### src/riot_pkg.sv
// riot_pkg: shared types, codes and prescaler tables for the RAM / I/O / timer block.
// No dependencies; imported by every module of the block except riot_ram.
`timescale 1ns / 1ps

package riot_pkg;

   // Default RAM depth
   localparam int RAM_WORDS_DEF = 128;

   // Operation codes
   localparam logic [1:0] OP_TICK  = 2'd0;
   localparam logic [1:0] OP_READ  = 2'd1;
   localparam logic [1:0] OP_WRITE = 2'd2;

   // Address bits of the bus decode
   localparam int ADDR_REG_BIT   = 9;
   localparam int ADDR_WSEL_BIT  = 2;
   localparam int ADDR_TIMER_BIT = 4;

   // Register read codes (addr[2:0])
   localparam logic [2:0] REG_PORT_A     = 3'd0;
   localparam logic [2:0] REG_DIR_A      = 3'd1;
   localparam logic [2:0] REG_PORT_B     = 3'd2;
   localparam logic [2:0] REG_DIR_B      = 3'd3;
   localparam logic [2:0] REG_TIMER      = 3'd4;
   localparam logic [2:0] REG_STATUS     = 3'd5;
   localparam logic [2:0] REG_TIMER_ALT  = 3'd6;
   localparam logic [2:0] REG_STATUS_ALT = 3'd7;

   // Port write codes (addr[1:0])
   localparam logic [1:0] WR_PORT_A = 2'd0;
   localparam logic [1:0] WR_DIR_A  = 2'd1;
   localparam logic [1:0] WR_PORT_B = 2'd2;
   localparam logic [1:0] WR_DIR_B  = 2'd3;

   // Interrupt status bit positions
   localparam int STATUS_TIMER_BIT = 7;
   localparam int STATUS_PA7_BIT   = 6;

   // Reset interval: divide by 1024
   localparam logic [1:0] INTERVAL_RESET = 2'd3;

   typedef struct packed {
      logic [1:0]  op;
      logic [9:0]  addr;
      logic [7:0]  write_data;
      logic [31:0] elapsed_cycles;
      logic [7:0]  pins_a;
      logic [7:0]  pins_b;
   } req_type;

   typedef struct packed {
      logic [7:0] read_data;
      logic       timer_flag;
      logic       edge_flag;
   } rsp_type;

   typedef struct packed {
      logic [7:0] count;
      logic [9:0] prescale;
      logic       underflow;
      logic       wrapped;
   } timer_state_type;

   // Prescaler shift per interval select
   function automatic logic [3:0] step_shift(input logic [1:0] sel);
      logic [3:0] sh;
      case (sel)
         2'd0:    sh = 4'd0;
         2'd1:    sh = 4'd3;
         2'd2:    sh = 4'd6;
         default: sh = 4'd10;
      endcase
      return sh;
   endfunction

   // Prescaler mask (step size minus one) per interval select
   function automatic logic [9:0] step_mask(input logic [1:0] sel);
      logic [9:0] m;
      case (sel)
         2'd0:    m = 10'd0;
         2'd1:    m = 10'd7;
         2'd2:    m = 10'd63;
         default: m = 10'd1023;
      endcase
      return m;
   endfunction

endpackage

### src/riot_ram.sv
// riot_ram: generic single-port-write, single-port-read RAM with registered read.
// No dependencies.
`timescale 1ns / 1ps

module riot_ram #(
   parameter int WIDTH = 8,
   parameter int DEPTH = 128
) (
   input  logic                     clock,
   input  logic                     wr_en,
   input  logic [$clog2(DEPTH)-1:0] wr_addr,
   input  logic [WIDTH-1:0]         wr_data,
   input  logic                     rd_en,
   input  logic [$clog2(DEPTH)-1:0] rd_addr,
   output logic [WIDTH-1:0]         rd_data
);

   logic [WIDTH-1:0] mem_ff [DEPTH];
   logic [WIDTH-1:0] rd_data_ff;

   // Write port and registered read port
   always_ff @(posedge clock) begin
      if (wr_en) begin
         mem_ff[wr_addr] <= wr_data;
      end
      if (rd_en) begin
         rd_data_ff <= mem_ff[rd_addr];
      end
   end

   assign rd_data = rd_data_ff;

endmodule

### src/riot_timer.sv
// riot_timer: combinational advance of the interval timer and prescaler by an elapsed count.
// Depends on riot_pkg.
`timescale 1ns / 1ps

module riot_timer
   import riot_pkg::*;
(
   input  logic [31:0]     elapsed,
   input  logic [1:0]      interval,
   input  timer_state_type cur,
   output timer_state_type nxt
);

   logic [3:0]  sh;
   logic [32:0] sum;
   logic [32:0] ticks;
   logic [18:0] base;
   logic        over;
   logic [7:0]  left_low;

   assign sh    = step_shift(interval);
   assign sum   = {1'b0, elapsed} + 33'(cur.prescale);
   assign ticks = sum >> sh;
   // Cycles up to and including the underflow, counted from the prescaler phase
   assign base  = (19'(cur.count) + 19'd1) << sh;
   assign over  = (ticks[32:8] != '0) || (ticks[7:0] > cur.count);
   // Only the low byte of the cycles left after underflow matters
   assign left_low = sum[7:0] - base[7:0];

   // Advance the timer; hold everything when no cycles went by
   always_comb begin
      nxt = cur;
      if (elapsed != '0) begin
         nxt.prescale = sum[9:0] & step_mask(interval);
         nxt.wrapped  = 1'b0;
         if (!cur.underflow) begin
            if (over) begin
               nxt.count     = 8'hFF - left_low;
               nxt.underflow = 1'b1;
               nxt.wrapped   = (left_low == 8'h00);
            end else begin
               nxt.count = cur.count - ticks[7:0];
            end
         end else begin
            nxt.count   = cur.count - elapsed[7:0];
            nxt.wrapped = ((cur.count - elapsed[7:0]) == 8'hFF);
         end
      end
   end

endmodule

### src/riot_core.sv
// riot_core: timer, edge detector, port and status registers, and the bus access decode.
// Depends on riot_pkg and riot_timer.
`timescale 1ns / 1ps

module riot_core
   import riot_pkg::*;
(
   input  logic       clock,
   input  logic       reset,
   input  logic       advance,
   input  req_type    item,
   input  logic [7:0] ram_data,
   output rsp_type    result
);

   timer_state_type tmr_ff, tmr_in, tmr_adv;
   logic [1:0] interval_ff, interval_in;
   logic       pa7_ff, pa7_in;
   logic       edge_rising_ff, edge_rising_in;
   logic       sync_ff, sync_in;
   logic       last_ff, last_in;
   logic [7:0] port_a_out_ff, port_a_out_in;
   logic [7:0] port_a_dir_ff, port_a_dir_in;
   logic [7:0] port_b_out_ff, port_b_out_in;
   logic [7:0] port_b_dir_ff, port_b_dir_in;
   logic       pa7_raw;
   logic [7:0] rd;

   riot_timer u_timer (
      .elapsed  (item.elapsed_cycles),
      .interval (interval_ff),
      .cur      (tmr_ff),
      .nxt      (tmr_adv)
   );

   // PA7 source: driven level when an output, pin level otherwise
   assign pa7_raw = port_a_dir_ff[7] ? port_a_out_ff[7] : item.pins_a[7];

   // Sample the edge detector, then perform the access
   always_comb begin
      tmr_in         = tmr_adv;
      interval_in    = interval_ff;
      pa7_in         = pa7_ff;
      edge_rising_in = edge_rising_ff;
      sync_in        = sync_ff;
      last_in        = last_ff;
      port_a_out_in  = port_a_out_ff;
      port_a_dir_in  = port_a_dir_ff;
      port_b_out_in  = port_b_out_ff;
      port_b_dir_in  = port_b_dir_ff;
      rd             = '0;

      if (item.elapsed_cycles != '0) begin
         sync_in = pa7_raw;
         last_in = sync_ff;
         if ((last_ff != sync_ff) && (sync_ff == edge_rising_ff)) begin
            pa7_in = 1'b1;
         end
      end

      case (item.op)
         OP_READ: begin
            if (!item.addr[ADDR_REG_BIT]) begin
               rd = ram_data;
            end else begin
               unique case (item.addr[2:0]) inside
                  REG_PORT_A: rd = (port_a_out_ff | ~port_a_dir_ff) & item.pins_a;
                  REG_DIR_A:  rd = port_a_dir_ff;
                  REG_PORT_B: rd = (port_b_out_ff | ~port_b_dir_ff)
                                   & (item.pins_b | port_b_dir_ff);
                  REG_DIR_B:  rd = port_b_dir_ff;
                  REG_TIMER, REG_TIMER_ALT: begin
                     // keep the flag when it was set in this very cycle
                     if (!tmr_adv.wrapped) begin
                        tmr_in.underflow = 1'b0;
                     end
                     rd = tmr_adv.count;
                  end
                  REG_STATUS, REG_STATUS_ALT: begin
                     rd[STATUS_TIMER_BIT] = tmr_adv.underflow;
                     rd[STATUS_PA7_BIT]   = pa7_in;
                     pa7_in               = 1'b0;
                  end
                  default: rd = '0;
               endcase
            end
         end
         OP_WRITE: begin
            if (item.addr[ADDR_REG_BIT]) begin
               if (item.addr[ADDR_WSEL_BIT]) begin
                  if (item.addr[ADDR_TIMER_BIT]) begin
                     interval_in     = item.addr[1:0];
                     tmr_in.count    = item.write_data;
                     tmr_in.prescale = step_mask(item.addr[1:0]);
                     if (!tmr_adv.wrapped) begin
                        tmr_in.underflow = 1'b0;
                     end
                  end else begin
                     edge_rising_in = item.addr[0];
                  end
               end else begin
                  unique case (item.addr[1:0])
                     WR_PORT_A: port_a_out_in = item.write_data;
                     WR_DIR_A:  port_a_dir_in = item.write_data;
                     WR_PORT_B: port_b_out_in = item.write_data;
                     WR_DIR_B:  port_b_dir_in = item.write_data;
                     default:   port_b_dir_in = item.write_data;
                  endcase
               end
            end
         end
         default: ;
      endcase

      result.read_data  = rd;
      result.timer_flag = tmr_in.underflow;
      result.edge_flag  = pa7_in;
   end

   // Commit state when the request leaves the input register
   always_ff @(posedge clock) begin
      if (reset) begin
         tmr_ff         <= '0;
         interval_ff    <= INTERVAL_RESET;
         pa7_ff         <= 1'b0;
         edge_rising_ff <= 1'b0;
         sync_ff        <= 1'b0;
         last_ff        <= 1'b0;
         port_a_out_ff  <= '0;
         port_a_dir_ff  <= '0;
         port_b_out_ff  <= '0;
         port_b_dir_ff  <= '0;
      end else if (advance) begin
         tmr_ff         <= tmr_in;
         interval_ff    <= interval_in;
         pa7_ff         <= pa7_in;
         edge_rising_ff <= edge_rising_in;
         sync_ff        <= sync_in;
         last_ff        <= last_in;
         port_a_out_ff  <= port_a_out_in;
         port_a_dir_ff  <= port_a_dir_in;
         port_b_out_ff  <= port_b_out_in;
         port_b_dir_ff  <= port_b_dir_in;
      end
   end

endmodule

### src/riot_timer_io_ram.sv
// Requests pass from the input register through the core to the response register.
// Throughput: one request per cycle; the input register stalls only while a
// response waits in the output register and the output side stalls.
// Reset is synchronous: it clears timer, flags, ports and the RAM valid bits at
// once, so every RAM byte reads zero until written; no clearing pass is needed.
// Top level: input register, RAM with per-entry valid bits, core, response register.
// Depends on riot_pkg, riot_ram and riot_core.
`timescale 1ns / 1ps

module riot_timer_io_ram
   import riot_pkg::*;
#(
   parameter int RAM_WORDS = RAM_WORDS_DEF
) (
   input  logic    clock,
   input  logic    reset,
   input  logic    req_valid,
   output logic    req_stall,
   input  req_type req_data,
   output logic    rsp_valid,
   input  logic    rsp_stall,
   output rsp_type rsp_data
);

   localparam int RAM_AW = $clog2(RAM_WORDS);

   logic                 s1_valid_ff, s1_valid_in;
   req_type              s1_req_ff;
   logic                 rsp_valid_ff;
   rsp_type              rsp_data_ff;
   logic                 load_rsp;
   logic                 s1_move;
   logic                 accept;
   logic [RAM_WORDS-1:0] ram_valid_ff;
   logic                 rd_valid_ff;
   logic [RAM_AW-1:0]    ram_idx;
   logic                 ram_wr;
   logic [7:0]           ram_q;
   logic [7:0]           ram_data;
   rsp_type              core_rsp;

   // Handshake control
   assign load_rsp  = !rsp_valid_ff || !rsp_stall;
   assign s1_move   = s1_valid_ff && load_rsp;
   assign req_stall = s1_valid_ff && !load_rsp;
   assign accept    = req_valid && !req_stall;

   always_comb begin
      s1_valid_in = s1_valid_ff;
      if (accept) begin
         s1_valid_in = 1'b1;
      end else if (s1_move) begin
         s1_valid_in = 1'b0;
      end
   end

   // RAM access happens in request order at accept time
   assign ram_idx = req_data.addr[RAM_AW-1:0];
   assign ram_wr  = accept && (req_data.op == OP_WRITE) && !req_data.addr[ADDR_REG_BIT];

   riot_ram #(
      .WIDTH (8),
      .DEPTH (RAM_WORDS)
   ) u_ram (
      .clock   (clock),
      .wr_en   (ram_wr),
      .wr_addr (ram_idx),
      .wr_data (req_data.write_data),
      .rd_en   (accept),
      .rd_addr (ram_idx),
      .rd_data (ram_q)
   );

   // Unwritten entries read as zero
   assign ram_data = rd_valid_ff ? ram_q : 8'h00;

   riot_core u_core (
      .clock    (clock),
      .reset    (reset),
      .advance  (s1_move),
      .item     (s1_req_ff),
      .ram_data (ram_data),
      .result   (core_rsp)
   );

   // Control registers
   always_ff @(posedge clock) begin
      if (reset) begin
         s1_valid_ff  <= 1'b0;
         rsp_valid_ff <= 1'b0;
         ram_valid_ff <= '0;
         rd_valid_ff  <= 1'b0;
      end else begin
         s1_valid_ff <= s1_valid_in;
         if (load_rsp) begin
            rsp_valid_ff <= s1_valid_ff;
         end
         if (ram_wr) begin
            ram_valid_ff[ram_idx] <= 1'b1;
         end
         if (accept) begin
            rd_valid_ff <= ram_valid_ff[ram_idx];
         end
      end
   end

   // Payload registers
   always_ff @(posedge clock) begin
      if (accept) begin
         s1_req_ff <= req_data;
      end
      if (s1_move) begin
         rsp_data_ff <= core_rsp;
      end
   end

   assign rsp_valid = rsp_valid_ff;
   assign rsp_data  = rsp_data_ff;

endmodule

### config.mk
export PLATFORM = sky130hd
export DESIGN_NAME = riot_timer_io_ram
export DESIGN_NICKNAME = d
export VERILOG_FILES = /design/src/riot_pkg.sv /design/src/riot_ram.sv /design/src/riot_timer.sv /design/src/riot_core.sv /design/src/riot_timer_io_ram.sv
export SDC_FILE = /design/constraint.sdc
export NUM_CORES = 2
export LEC_CHECK = 0
export BUFFER_PORTS_ARGS = -buffer_cell sky130_fd_sc_hd__buf_4
export CAP_MARGIN = 20
export CORE_MARGIN = 8
export CORE_UTILIZATION = 56
export DETAILED_ROUTE_END_ITERATION = 10
export PLACE_DENSITY = 0.86
export SLEW_MARGIN = 40
export SYNTH_ARGS = -nofsm -noshare
export SYNTH_HDL_FRONTEND = slang
export SYNTH_SLANG_ARGS = --single-unit
### constraint.sdc
create_clock -name clock -period 5.28 [get_ports clock]
set_input_delay 0.528 -clock clock [delete_from_list [all_inputs] [get_ports clock]]
set_output_delay 0.528 -clock clock [all_outputs]
set_load 0.005 [all_outputs]
==> summary.md <==
| Metric | Value |
|---|---|
| Core Area | `0.08987 sq mm` |
| CTS Sinks | `1294` |
| Static Leak | `18.51 nW` |
| Yosys top cell area share | `65.40%` |
| Netlist cell types | `75` |
| Worst vdd ir | `0.2977 mV` |
| Asr flop ratio synth | `0%` |
| RSZ-0062 raised after global routing | `yes` |
| Port Buffers | `81` |
| Fin. Hold Viols | `0` |
| Clock transition at path regs | `0.06 ns` |
| Top FF cell, synth | `edfxtp_1` |
| Worst-Skew Late Latency | `0.74 ns` |
| Setup crit start | `s1_req_ff[16]` |
| Tot GR Track Use | `28.87%` |
| Post-synth EDFFs | `1105` |
| Clock share of power | `40.0%` |
| Full die area | `0.1005 sq mm` |
| Worst slew pin tran | `0.9117 ns` |
| Largest stage delay, worst path | `0.49 ns` |
| Status | `complete, but fails checks` |
| Io pins | `84` |
| TritonCTS clock tree | `done` |
| Period minus WS final | `5.388 ns` |
| Layout area overhead | `14.05%` |
| Routed WL | `151.2 mm` |
| Cell chain of the critical path | `ha_2 > fa_2 > a21o_1 > a221oi_4 > o21ai_2 > xnor2_2 > inv_1 > mux4_2 > ha_4 > fa_2 > nor2b_1 > o21a_1 > o21ai_2 > a21oi_2 > o21a_1 > nor2_1 > a21oi_1 > or4b_4 > a2111o_1 > buf_6 > mux2i_1 > or3_1 > a221oi_2` |
| Fmax | `0.1856 GHz` |
| WP data arrival | `5.99 ns` |
| Worst R2R Path Depth | `23` |
| Layout Skew | `0.04749 ns` |
| GP Congestion | `0.9064` |
| Layout cells sized above 1 | `15.55%` |
| Antenna viol nets, final | `0` |
| FF-to-FF setup slack | `-0.11 ns` |
| Post-synthesis net count | `3680` |
| Final setup fails | `9` |
| Sw frac | `23.10%` |
| Inst Count DP | `4736` |
| Chip width | `317.0 microns` |
| WL/cell | `30.30 microns` |
| CP endpoint | `u_core.tmr_ff[13]` |
| Worst-path fanout max | `6` |
| Mapped Cells | `3569` |
| Logic pwr share | `7.1%` |
| Post-DP HPWL | `86.36 mm` |
| Avg Cell Area, Syn | `14.22 sq um` |
| Sequential-to-total area share from yosys stat | `72.85%` |
| Synth area leaders | `edfxtp_1 65%, dfxtp_1 7.5%, a22oi_1 6.1%, nor2_1 3.6%, clkbuf_1 1.5%` |
| Critical R2R Capture | `u_core.tmr_ff[13]` |
| Hold Startpoint | `req_data[1]` |
| Slew Viols, Final | `0` |
| Flop pwr share | `52.9%` |
| Hold Path Class | `input pin to flip-flop` |
| Clock root buffer | `clkbuf_16` |
| Initial antenna violation count | `6` |
| Cell Area, Synth | `0.05074 sq mm` |
| Sw power | `4.896 mW` |
| Final std cells w/o fill | `4992` |
| DRC | `0` |
| Via Count | `35540` |
| H-tree level count | `3` |
| Synth area leader | `edfxtp_1` |
| Pre-CTS setup slack | `-0.1337 ns` |
| Slew HR | `39.22%` |
| Initial Util | `56.46%` |
| First-pass iteration count of the detailed router | `9` |
| Design area | `0.05787 sq mm` |
| Final nets | `3823` |
| Core Rows | `110` |
| Yosys Warn Count | `0` |
| Crit. End Element | `flip-flop` |
| Num CTS Buffers | `115` |
| DR vias/cell | `7.120` |
| Setup CP Type | `flip-flop to flip-flop` |
| Placed Area | `0.05352 sq mm` |
| Largest net degree at the start of global routing | `115` |
| Number of DRC markers in iteration 0 | `6574` |
| Max cap viols | `0` |
| Post-route setup slack | `-0.1082 ns` |
| Vias in the first global route | `34290` |
| First-pass GRT wire length | `217.4 mm` |
| Internal | `16.30 mW` |
| Critical Path RT | `5.88 ns` |
| #FFs+latches synth | `1294` |
| Bufs on Longest Clock Path | `3` |
| Failing checks | `setup timing` |
| FF-to-FF Start | `s1_req_ff[16]` |
| Fin crit share | `102.0%` |
| CP Launch Type | `flip-flop` |
| Crit-path slowest cell | `mux4_2` |
| Pwr Density | `366.2 mW/mm^2` |
| Overflow after GRT | `0` |
| Die height | `317.0 microns` |
[per-layer routing]
layer  up-vias  track usage, %  share of wire (%)
met4         4           16.42                6.6
met2      3471           45.27                 46
met3       759           8.516                 14
met1     16920           35.88                 33
met5         -               0              0.019
li1      14390               -                  -
[synth_stat cells (13+ instances only)]
cell,count
o211ai_1,40
nand3_1,52
o21ai_0,84
xnor2_1,35
nor2_1,484
o21ba_2,16
nand2b_1,16
a221oi_1,87
nand4_1,120
a21oi_1,109
o22ai_1,13
buf_1,18
nand2_1,107
ha_1,35
a22o_1,81
nor3_1,21
dfxtp_1,189
mux2i_1,42
clkbuf_1,205
inv_1,40
a21o_1,16
edfxtp_1,1105
xor2_1,18
a31oi_1,33
a22oi_1,415
[how the worst min path moves through the flow]
stage,endpoint,slack [ns],depth (start not counted)
floorplan,u_core.pa7_ff,0.44,2
global placement,u_core.pa7_ff,0.44,2
detailed placement,ram_valid_ff[92],0.46,2
CTS,s1_req_ff[37],0.001,1
global route,s1_req_ff[12],0.004,1
finish,s1_req_ff[1],0.02,1
[sequential cells by signal, indices dropped and copies added (netlist names)]
register / count
u_core.port_b_out_ff: 8
u_core.port_a_out_ff: 8
u_ram.rd_data: 8
rsp_data: 10
u_core.tmr_ff: 20
rsp_valid: 1
u_core.last_ff: 1
ram_valid_ff: 128
u_core.port_b_dir_ff: 8
u_core.sync_ff: 1
s1_req_ff: 63
u_core.edge_rising_ff: 1
u_ram.mem_ff: 1024
u_core.interval_ff: 2
u_core.port_a_dir_ff: 8
u_core.pa7_ff: 1
s1_valid_ff: 1
rd_valid_ff: 1
[per-stage QoR]
stage | util (%) | hold slack, ns | power, mW | setup TNS, ns
after floorplan | - | 0.4365 | 12.13 | -0.1745
after global routing | 64.38 | 0.004484 | 21.60 | -5.556
after CTS | 64.09 | 0.001440 | 21.05 | -0.01224
final | 64.39 | 0.01832 | 21.19 | -0.4731
after detailed placement | 59.54 | 0.4594 | 12.80 | -0.7337
after global placement | 59.21 | 0.4425 | 12.76 | -0.1160
[worst max-delay path: cells and delay by family, from the launching register on]
kind | cells | cell delay [ns]
fa+ha+maj | 4 | 1.12
xor+xnor | 1 | 0.17
mux | 2 | 0.63
simple gates | 4 | 1.01
compound gates | 10 | 1.71
buf+inv | 2 | 0.22
flops | 1 | 0.43
[kinds of logic after synthesis]
family,count (synthesis),synth area share [%]
adder cells (fa/ha/maj),39,1.021
XOR/XNOR,53,0.9149
multiplexers,47,1.051
AND/OR/NAND/NOR,884,7.953
flip-flops,1294,72.85
buffers and inverters,272,2.037
AO/OA/AOI/OAI,980,14.17
[what timing repair did]
item,4_1_cts,5_1_grt
setup endpoints to repair,14,19
endpoints found under the hold margin,23,0
buffers inserted,4,4
gates resized for setup,7,15
pin swaps,8,10
hold buffers,23,0
[cells in the final DEF, fill, tap and decap left out, drive strengths merged, types with 12 or more instances in the layout]
cell         netlist  routed
a211oi            12      12
a21o              16      16
a21oi            109     109
a221oi            88      88
a22o              81      81
a22oi            415     415
a31oi             33      33
and3              12      12
buf               25     233
clkbuf           206     151
clkinv             1      50
dfxtp            189     189
dlygate4sd3        0      23
edfxtp          1105    1105
ha                35      35
inv               40      44
mux2i             42      42
nand2            107     107
nand2b            16      16
nand3             52      52
nand4            120     120
nor2             485     485
nor3              21      21
o211ai            40      40
o21ai             84      84
o21ba             16      16
o22ai             13      13
xnor2             35      35
xor2              18      18
[area by class of cell]
| type | instances | area [sq um] |
|---|---|---|
| antenna | 2 | 5.005 |
| tap | 1176 | 1471 |
| timing repair buffer | 257 | 2251 |
| inverter | 41 | 153.9 |
| sequential | 1294 | 36970 |
| clock inverter | 69 | 695.7 |
| clock buffer | 150 | 3100 |
| multi-input combinational | 2003 | 13220 |
| fill | 5709 | 32010 |
[power groups by stage]
stage	logic, mW	clock network (mW)	registers, mW
floorplan	0.737	0	11.4
global placement	1.32	0	11.4
detailed placement	1.36	0	11.4
CTS	1.41	8.43	11.2
global route	1.56	8.82	11.2
finish	1.50	8.47	11.2
(Power assumes the default switching activity.)
